===== src/hdl/wtd_pkg.sv =====
`timescale 1ns / 1ps
// ----------------------------------------------------------------------------
// wtd_pkg - shared types and constants
// Angle table for the bearing unit and the vector types it works on.
// ----------------------------------------------------------------------------
package wtd_pkg;

	localparam int ZW = 24;   // angle width, 1/16384 degree
	localparam int VW = 28;   // vector width

	typedef logic signed [ZW-1:0] ang_t;
	typedef logic signed [VW-1:0] vec_t;

	function automatic ang_t atan_lut(input logic [4:0] i);
		case (i)
			5'd0:  atan_lut = 24'sd737280;
			5'd1:  atan_lut = 24'sd435242;
			5'd2:  atan_lut = 24'sd229970;
			5'd3:  atan_lut = 24'sd116736;
			5'd4:  atan_lut = 24'sd58595;
			5'd5:  atan_lut = 24'sd29326;
			5'd6:  atan_lut = 24'sd14667;
			5'd7:  atan_lut = 24'sd7334;
			5'd8:  atan_lut = 24'sd3667;
			5'd9:  atan_lut = 24'sd1833;
			5'd10: atan_lut = 24'sd917;
			5'd11: atan_lut = 24'sd458;
			5'd12: atan_lut = 24'sd229;
			5'd13: atan_lut = 24'sd115;
			5'd14: atan_lut = 24'sd57;
			5'd15: atan_lut = 24'sd29;
			5'd16: atan_lut = 24'sd14;
			5'd17: atan_lut = 24'sd7;
			5'd18: atan_lut = 24'sd4;
			5'd19: atan_lut = 24'sd2;
			5'd20: atan_lut = 24'sd1;
			default: atan_lut = 24'sd0;
		endcase
	endfunction

endpackage


===== src/hdl/wtd_cordic.sv =====
`timescale 1ns / 1ps
// ----------------------------------------------------------------------------
// wtd_cordic - iterative atan2
// One vectoring step per cycle; result in 1/64 degree, rounded and clamped.
// ----------------------------------------------------------------------------
module wtd_cordic #(
	parameter int ITERS = 16
) (
	input  logic                clk,
	input  logic                arst_n,
	input  logic                start,
	input  logic signed [24:0]  dx,
	input  logic signed [24:0]  dy,
	output logic                done,
	output logic signed [14:0]  bearing
);
	localparam int CW = $clog2(ITERS + 1);

	logic          busy_q;
	logic [CW-1:0] cnt_q;
	wtd_pkg::vec_t x_q, y_q;
	wtd_pkg::ang_t z_q;
	logic          zero_q;
	logic          done_q;
	logic signed [14:0] res_q;

	wtd_pkg::vec_t xs, ys, ex, ey;
	wtd_pkg::ang_t zr;
	logic signed [15:0] rr;

	assign ex = wtd_pkg::VW'(dx);
	assign ey = wtd_pkg::VW'(dy);
	assign xs = x_q >>> cnt_q;
	assign ys = y_q >>> cnt_q;
	assign zr = z_q + wtd_pkg::ZW'(128);
	assign rr = zr[23:8];

	always_ff @(posedge clk or negedge arst_n) begin
		if (!arst_n) begin
			busy_q <= 1'b0;
			done_q <= 1'b0;
			cnt_q  <= '0;
		end else begin
			done_q <= 1'b0;
			if (start) begin
				busy_q <= 1'b1;
				cnt_q  <= '0;
			end else if (busy_q) begin
				if (cnt_q == CW'(ITERS)) begin
					busy_q <= 1'b0;
					done_q <= 1'b1;
				end else begin
					cnt_q <= cnt_q + 1'b1;
				end
			end
		end
	end

	always_ff @(posedge clk) begin
		if (start) begin
			zero_q <= (dx == 0) && (dy == 0);
			if (dx < 0) begin
				if (dy >= 0) begin
					x_q <= ey; y_q <= -ex; z_q <= 24'sd1474560;
				end else begin
					x_q <= -ey; y_q <= ex; z_q <= -24'sd1474560;
				end
			end else begin
				x_q <= ex; y_q <= ey; z_q <= '0;
			end
		end else if (busy_q && cnt_q != CW'(ITERS)) begin
			if (y_q >= 0) begin
				x_q <= x_q + ys; y_q <= y_q - xs;
				z_q <= z_q + wtd_pkg::atan_lut(5'(cnt_q));
			end else begin
				x_q <= x_q - ys; y_q <= y_q + xs;
				z_q <= z_q - wtd_pkg::atan_lut(5'(cnt_q));
			end
		end else if (busy_q) begin
			if (zero_q)              res_q <= '0;
			else if (rr > 16'sd11520)  res_q <= 15'sd11520;
			else if (rr < -16'sd11520) res_q <= -15'sd11520;
			else                     res_q <= rr[14:0];
		end
	end

	assign done    = done_q;
	assign bearing = res_q;
endmodule


===== config.mk =====
export PLATFORM = sky130hd
export DESIGN_NAME = wtd_cordic
export DESIGN_NICKNAME = d
export VERILOG_FILES = /design/src/hdl/wtd_pkg.sv /design/src/hdl/wtd_cordic.sv
export SDC_FILE = /design/constraint.sdc
export NUM_CORES = 1
export LEC_CHECK = 0
export ABC_AREA = 1
export ABC_CLOCK_PERIOD_IN_PS = 6300
export BUFFER_PORTS_ARGS = -buffer_cell sky130_fd_sc_hd__buf_2
export CORE_MARGIN = 5
export CORE_UTILIZATION = 45
export CTS_CLUSTER_DIAMETER = 100
export DETAILED_ROUTE_END_ITERATION = 10
export PLACE_DENSITY_LB_ADDON = 0.2
export SLEW_MARGIN = 5
export SYNTH_ARGS = -nofsm -noshare
export SYNTH_HDL_FRONTEND = slang
export SYNTH_SLANG_ARGS = --single-unit

===== constraint.sdc =====
create_clock -name clk -period 6.3 [get_ports clk]
set_clock_uncertainty 0.05 [all_clocks]
set_input_delay 0.63 -clock clk [delete_from_list [all_inputs] [get_ports clk]]
set_output_delay 0.63 -clock clk [all_outputs]
set_load 0.02 [all_outputs]

Word-level counts from Yosys, hierarchy flattened

Memory sizes are Yosys's and may differ from the RTL's.
Index checks and enable logic that the tools add are counted.

Register bits: 103
Memory bits (read-only): 1280
Bits of input ports: 53
Output and inout bits: 16
Word-level logic and storage cells: 76
Memories kept: 2

$add $sub $neg: 10
Order comparisons: 5
Equal/unequal tests: 3
Shifts and indexed selects: 2
Muxes and demuxes: 32
Bitwise gates (word level): 2
Reductions and logical operators: 10

Memories:

| memory           | words | width | rd ports | clocked after memory_dff | write ports | RTL line      | RTL |
|---|---|---|---|---|---|---|---|
| (name not given) | 32    | 20    | 1        | 0                        | 0           | wtd_pkg.sv:15 | `case (i)` |
| (name not given) | 32    | 20    | 1        | 0                        | 0           | wtd_pkg.sv:15 |  |

Operators by type and width:

| kind                                                                              | number |
|---|---|
| 28-bit 2-to-1 mux                                                                 | 10 |
| 24-bit 2-to-1 mux                                                                 | 11 |
| 32-bit zero test                                                                  | 2 |
| 28-bit adder                                                                      | 2 |
| 25-bit negator with 28-bit output                                                 | 2 |
| 28-bit by 5-bit >>> shifter with 28-bit output                                    | 2 |
| 28-bit subtractor                                                                 | 2 |
| 28-bit by 1-bit >= comparator with 1-bit output, second input constant            | 1 |
| 25-bit by 1-bit >= comparator with 1-bit output, second input constant            | 1 |
| 25-bit by 1-bit less-than comparator with 1-bit output, second input constant     | 1 |
| 24-bit adder                                                                      | 1 |
| 24-bit by 9-bit adder with 24-bit output, second input constant                   | 1 |
| 24-bit subtractor                                                                 | 1 |
| 16-bit by 15-bit greater-than comparator with 1-bit output, second input constant | 1 |
| 16-bit by 15-bit less-than comparator with 1-bit output, second input constant    | 1 |
| 15-bit 2-to-1 mux                                                                 | 1 |
| 5-bit 2-to-1 mux                                                                  | 3 |
| 14-bit 2-to-1 mux                                                                 | 1 |
| 1-bit 2-to-1 mux                                                                  | 6 |
| 5-bit by 1-bit adder with 5-bit output, second input constant                     | 1 |
| 5-bit equality test, second input constant                                        | 1 |
| 5-bit != test, second input constant                                              | 1 |
| 2-bit nonzero test                                                                | 2 |
| 3-bit AND reduction                                                               | 1 |
| other kinds (6)                                                                   | 8 |

Depth between registers and ports, before layout

Depth in word-level cells: 8
Gate-level depth with buffers: 33
Gate-level depth less buffers: 31

Worst setup path before layout

OpenSTA, ideal clock, no wires.

Kind: reg-to-reg
Start point: register cnt_q[1]
End point: register z_q[21] (data pin)
Setup time: 0.256 ns
Arrival: 4.024 ns
Data required time: 5.994 ns
Setup slack: 1.970 ns
Stages on the path, launching flop included: 31
Path buffers: 3
Clock period less this slack: 4.330 ns
Cells stage by stage: dfrtp_1 > buf_4 > inv_4 > buf_4 > buf_4 > ha_1 > inv_1 > nor2_1 > o21ai_0 > nand2_1 > o21ai_0 > inv_1 > ha_1 > nand3b_1 > nor3_1 > inv_1 > nand2_1 > xor2_1 > ha_1 > nand2_1 > nor2_1 > nand3_1 > nand3_1 > nand2_1 > nand2_1 > a21oi_1 > o21ai_0 > a31oi_1 > or2_2 > nand3_1 > nand2_1

Cells in the longest elaborated chain, start to end: 8
Elaborated cells between the ends (all ways): 13
Classes of those cells: 2 x add/sub; 9 x mux; 2 x memory

RTL lines:

| what                                                     | RTL line                           | RTL |
|---|---|---|
| start: declaration                                       | wtd_cordic.sv:20                   | `logic [CW-1:0] cnt_q;` |
| start signal: assignment                                 | wtd_cordic.sv:53                   | `cnt_q <= cnt_q + 1'b1;` |
| memory 32 x 20 bit                                       | -                                  |  |
| 24-bit 2-to-1 mux                                        | wtd_cordic.sv:72                   | `if (y_q >= 0) begin` |
| 24-bit 2-to-1 mux                                        | wtd_cordic.sv:71                   | `end else if (busy_q && cnt_q != CW'(ITERS)) begin` |
| 24-bit 2-to-1 mux                                        | wtd_cordic.sv:60                   | `if (start) begin` |
| 24-bit subtractor / 24-bit adder (equally long branches) | wtd_cordic.sv:77, wtd_cordic.sv:74 |  |
| 24-bit 2-to-1 mux (*)                                    | wtd_cordic.sv:72                   |  |
| 24-bit 2-to-1 mux (*)                                    | wtd_cordic.sv:71                   |  |
| 24-bit 2-to-1 mux (*)                                    | wtd_cordic.sv:60                   |  |
| end signal: assignment                                   | wtd_cordic.sv:74                   | `z_q <= z_q + wtd_pkg::atan_lut(5'(cnt_q));` |
| end signal: assignment                                   | wtd_cordic.sv:77                   | `z_q <= z_q - wtd_pkg::atan_lut(5'(cnt_q));` |
| end: declaration                                         | wtd_cordic.sv:22                   | `wtd_pkg::ang_t z_q;` |

Mark *: on every way between the ends. The rest lies on a longest branch, timed or not. The select of a mux whose other input is x is not followed.
A chain may end at the register's enable or synchronous reset.

Final worst setup path

Start point: register cnt_q[3]
End point: register x_q[27] (data pin)

Cells in the longest elaborated chain, start to end: 5
Elaborated cells between the ends (all ways): 6
Classes of those cells: 2 x add/sub; 1 x shift; 3 x mux

RTL lines:

| what                                                     | RTL line                           | RTL |
|---|---|---|
| 28-bit by 5-bit >>> shifter with 28-bit output (*)       | wtd_cordic.sv:34                   | `assign ys = y_q >>> cnt_q;` |
| 28-bit subtractor / 28-bit adder (equally long branches) | wtd_cordic.sv:76, wtd_cordic.sv:73 |  |
| 28-bit 2-to-1 mux (*)                                    | wtd_cordic.sv:72                   |  |
| 28-bit 2-to-1 mux (*)                                    | wtd_cordic.sv:71                   |  |
| 28-bit 2-to-1 mux (*)                                    | wtd_cordic.sv:60                   |  |
| end signal: assignment                                   | wtd_cordic.sv:73                   | `x_q <= x_q + ys; y_q <= y_q - xs;` |
| end signal: assignment                                   | wtd_cordic.sv:76                   | `x_q <= x_q - ys; y_q <= y_q + xs;` |
| end: declaration                                         | wtd_cordic.sv:21                   | `wtd_pkg::vec_t x_q, y_q;` |

Marked as above.

==> impl_metrics.py <==
metrics = {
    "job": {
        "max-cap-violations": 0,
    },
    "synthesis": {
        "mappedNetlistArea_um2": 14700,
        "synth_largest_area_cell": "edfxtp_1",
        "synth_area_per_cell_um2": 6.25,
        "synth_seq_cells": 103,
        "syn_inst": 2354,
        "yosysSeqAreaShare_pct": 20.8,
        "yosysTopAreaCellShare_pct": 19.6,
        "synth_fp_nets": 2505,
        "ys_types": 63,
        "synthTopCellsByArea": "edfxtp_1, nand2_1, nand3_1",
        "yosys_warnings": 0,
    },
    "route": {
        "wirelength_um": 53600,
        "drc_errors": 0,
        "wl_per_cell_um": 19.1,
        "ant_nets": 0,
        "drtIter0Drc": 1396,
        "firstDrtPassIters": 6,
        "viasPerCell": 5.79,
        "vias": 16300,
    },
    "grt": {
        "grt_pass1_vias": 15700,
        "grt_max_degree": 71,
        "grt_overflow": 0,
        "antenna_found_initial": 0,
        "grt_pass1_wl_um": 83100,
        "grt_usage_pct": 29.2,
    },
    "timing": {
        "tightest_slew_ps": 1130,
        "final_max_slew_viol_count": 0,
        "relSlewSlack_pct": 24.8,
        "rsz0062_at_grt": "no",
        "fin_crit_sh_pct": 90.7,
        "hold_violations": 0,
        "min_period_ps": 5710,
        "max_freq_mhz": 175,
        "setup_viol_count_final": 0,
        "tns_ps": 0,
        "setup_ws_ps": 587,
    },
    "die": {
        "die_area_um2": 36400,
        "io_pins": 69,
        "core_area_um2": 32400,
        "start_util_pct": 45.4,
        "rows": 66,
        "die_w_um": 191,
        "die_height_um": 191,
    },
    "final_layout": {
        "diodes": 0,
        "synthToLayoutAreaGrowth_pct": 6.47,
        "regArea_um2": 3060,
        "design_area_um2": 15700,
        "fillers": 3530,
        "fin_nets": 2519,
        "drive_above_1_share_pct": 7.80,
        "multi_input_area_um2": 10400,
    },
    "clock_tree": {
        "cts_tree": "built",
        "clkLatencyLatePin_ps": 400,
        "cts_buffer_depth": 2,
        "cts_sinks": 103,
        "post-cts-setup-buffer-count": 0,
        "clkTransAtPathRegs_ps": 70,
        "hold_buffers": 0,
        "cts-root-buf": "clkbuf_16",
        "cts_buffers": 9,
        "htreeDepth": 3,
    },
    "setup_path": {
        "max_stage_delay_ps": 860,
        "crit_buf_inv": 6,
        "path_delay_family": "simple AND/OR/NAND/NOR gates",
        "crit_path_top_delay_cell": "dfrtp_1",
        "critPathKind": "flip-flop to flip-flop",
        "crit_top_cell": "nand2_1",
        "crit_required_ps": 6400,
        "worstSetupEndpointType": "flip-flop",
        "critPathArrivalTime_ps": 5820,
        "worst_setup_path_start_kind": "flip-flop",
        "cp_max_fo": 15,
    },
    "min_path": {
        "hold_class": "input pin to asynchronous set/reset pin",
    },
    "place": {
        "hpwl_um": 43000,
        "routabilityCongestion": 1.00,
        "placed_cell_area_um2": 15400,
        "place_ws_ps": 727,
        "portBuffers": 68,
    },
    "run_status": {
        "status": "completed",
    },
}
what timing repair did:
item | in CTS | in global routing
endpoints found under the setup margin | 0 | 1
hold endpoints to repair | 0 | 0
resized for setup | 0 | 2
final timing paths:
| kind | startpoint | endpoint | slack [ps] | depth (start not counted) |
|---|---|---|---|---|
| max in group asynchronous | arst_n | cnt_q[1] | 6000 | 1 |
| min in group clk | zero_q | bearing[8] | 510 | 1 |
| hold reg to reg | zero_q | bearing[8] | 510 | 1 |
| hold / removal | arst_n | done | 10 | 1 |
| setup reg to reg | cnt_q[3] | x_q[27] | 590 | 30 |
| setup / recovery | cnt_q[3] | x_q[27] | 590 | 30 |
worst register-to-register path, delay by kind of cell, from the launching register on:
family | cells | cell delay (ps)
fa+ha+maj | 1 | 330
simple gates | 16 | 1770
compound gates | 6 | 1110
flops | 1 | 860
xor+xnor | 1 | 330
buf+inv | 6 | 1040
state kept, by name (all words and copies together) (netlist names):
name and count:
x_q 28, zero_q 1, y_q 28, done 1, bearing 15, busy_q 1, cnt_q 5, z_q 24
per-layer routing:
layer | global-route usage (%) | wire [um] | up-vias
met4 | 14.9 | 2850 | 0
li1 | - | - | 7990
met2 | 50.5 | 25500 | 611
met3 | 3.44 | 3350 | 144
met5 | 0 | 0 | -
met1 | 35.7 | 22000 | 7552
layout make-up:
class | instances | area share [%]
flip-flops and latches | 103 | 19.5
multi-input cells | 1965 | 66.7
repair buffers | 103 | 3.93
clock inverters | 7 | 0.368
inverters | 186 | 4.50
clock buffers | 9 | 1.44
well taps | 442 | 3.53
metrics by stage:
step / hold slack [ps] / instances / utilization [%]
2_1_floorplan: 284 / 2354 / -
3_3_place_gp: 429 / 2799 / 47.5
3_5_place_dp: 431 / 2799 / 47.5
4_1_cts: 6.59 / 2815 / 48.4
5_1_grt: 19.1 / 2815 / 48.4
6_report: 12.7 / 2815 / 48.4
cell usage after synthesis, drive strengths merged:
cell type,count
nand2,704
nand3,244
nor2,211
o21ai,202
a21oi,188
inv,184
edfxtp,96
ha,95
xor2,74
buf,59
xnor2,46
clkbuf,41
nor3,28
nand4,26
o211ai,19
a31oi,14
and2,14
o21a,12
nor4,10
o22ai,9
or2,9
o221ai,8
o31ai,8
dfrtp,7
nand3b,7
a21o,6
o21bai,6
a21boi,5
a211oi,3
a22o,3
fa,3
a41oi,2
clkinv,2
o2111ai,2
a31o,1
a32o,1
a32oi,1
and3,1
mux2,1
o211a,1
or4,1
cells by family after synthesis:
| group | Yosys count | synth area share [%] |
|---|---|---|
| xor gates and xnor gates | 120 | 7.20 |
| and+or+nand+nor | 1255 | 36.5 |
| AOI/OAI and AO/OA | 491 | 18.7 |
| DFF | 103 | 20.8 |
| adders and majority gates | 98 | 8.49 |
| muxes | 1 | 0.0766 |
| buffers and inverters | 286 | 8.20 |
cell usage in the layout (no fill, tap or decap), drive strengths merged, types with 3 or more instances in the layout:
cell / count
o221ai: 8
a31oi: 14
nand3b: 7
xnor2: 46
nand3: 244
o21a: 12
a21o: 6
and2: 14
or2: 9
clkinv: 5
o21bai: 6
nor3: 28
ha: 95
nor2: 211
nand2: 704
xor2: 74
inv: 185
nor4: 10
buf: 103
fa: 3
a21oi: 188
clkinvlp: 3
edfxtp: 96
o31ai: 8
nand4: 26
clkbuf: 9
o22ai: 9
dfrtp: 7
a211oi: 3
o211ai: 19
o21ai: 202
a22o: 3
a21boi: 5
Power is left out: the tool's default activity adds up to more than one toggle a clock period on the data nets, which glitch-free logic cannot reach.
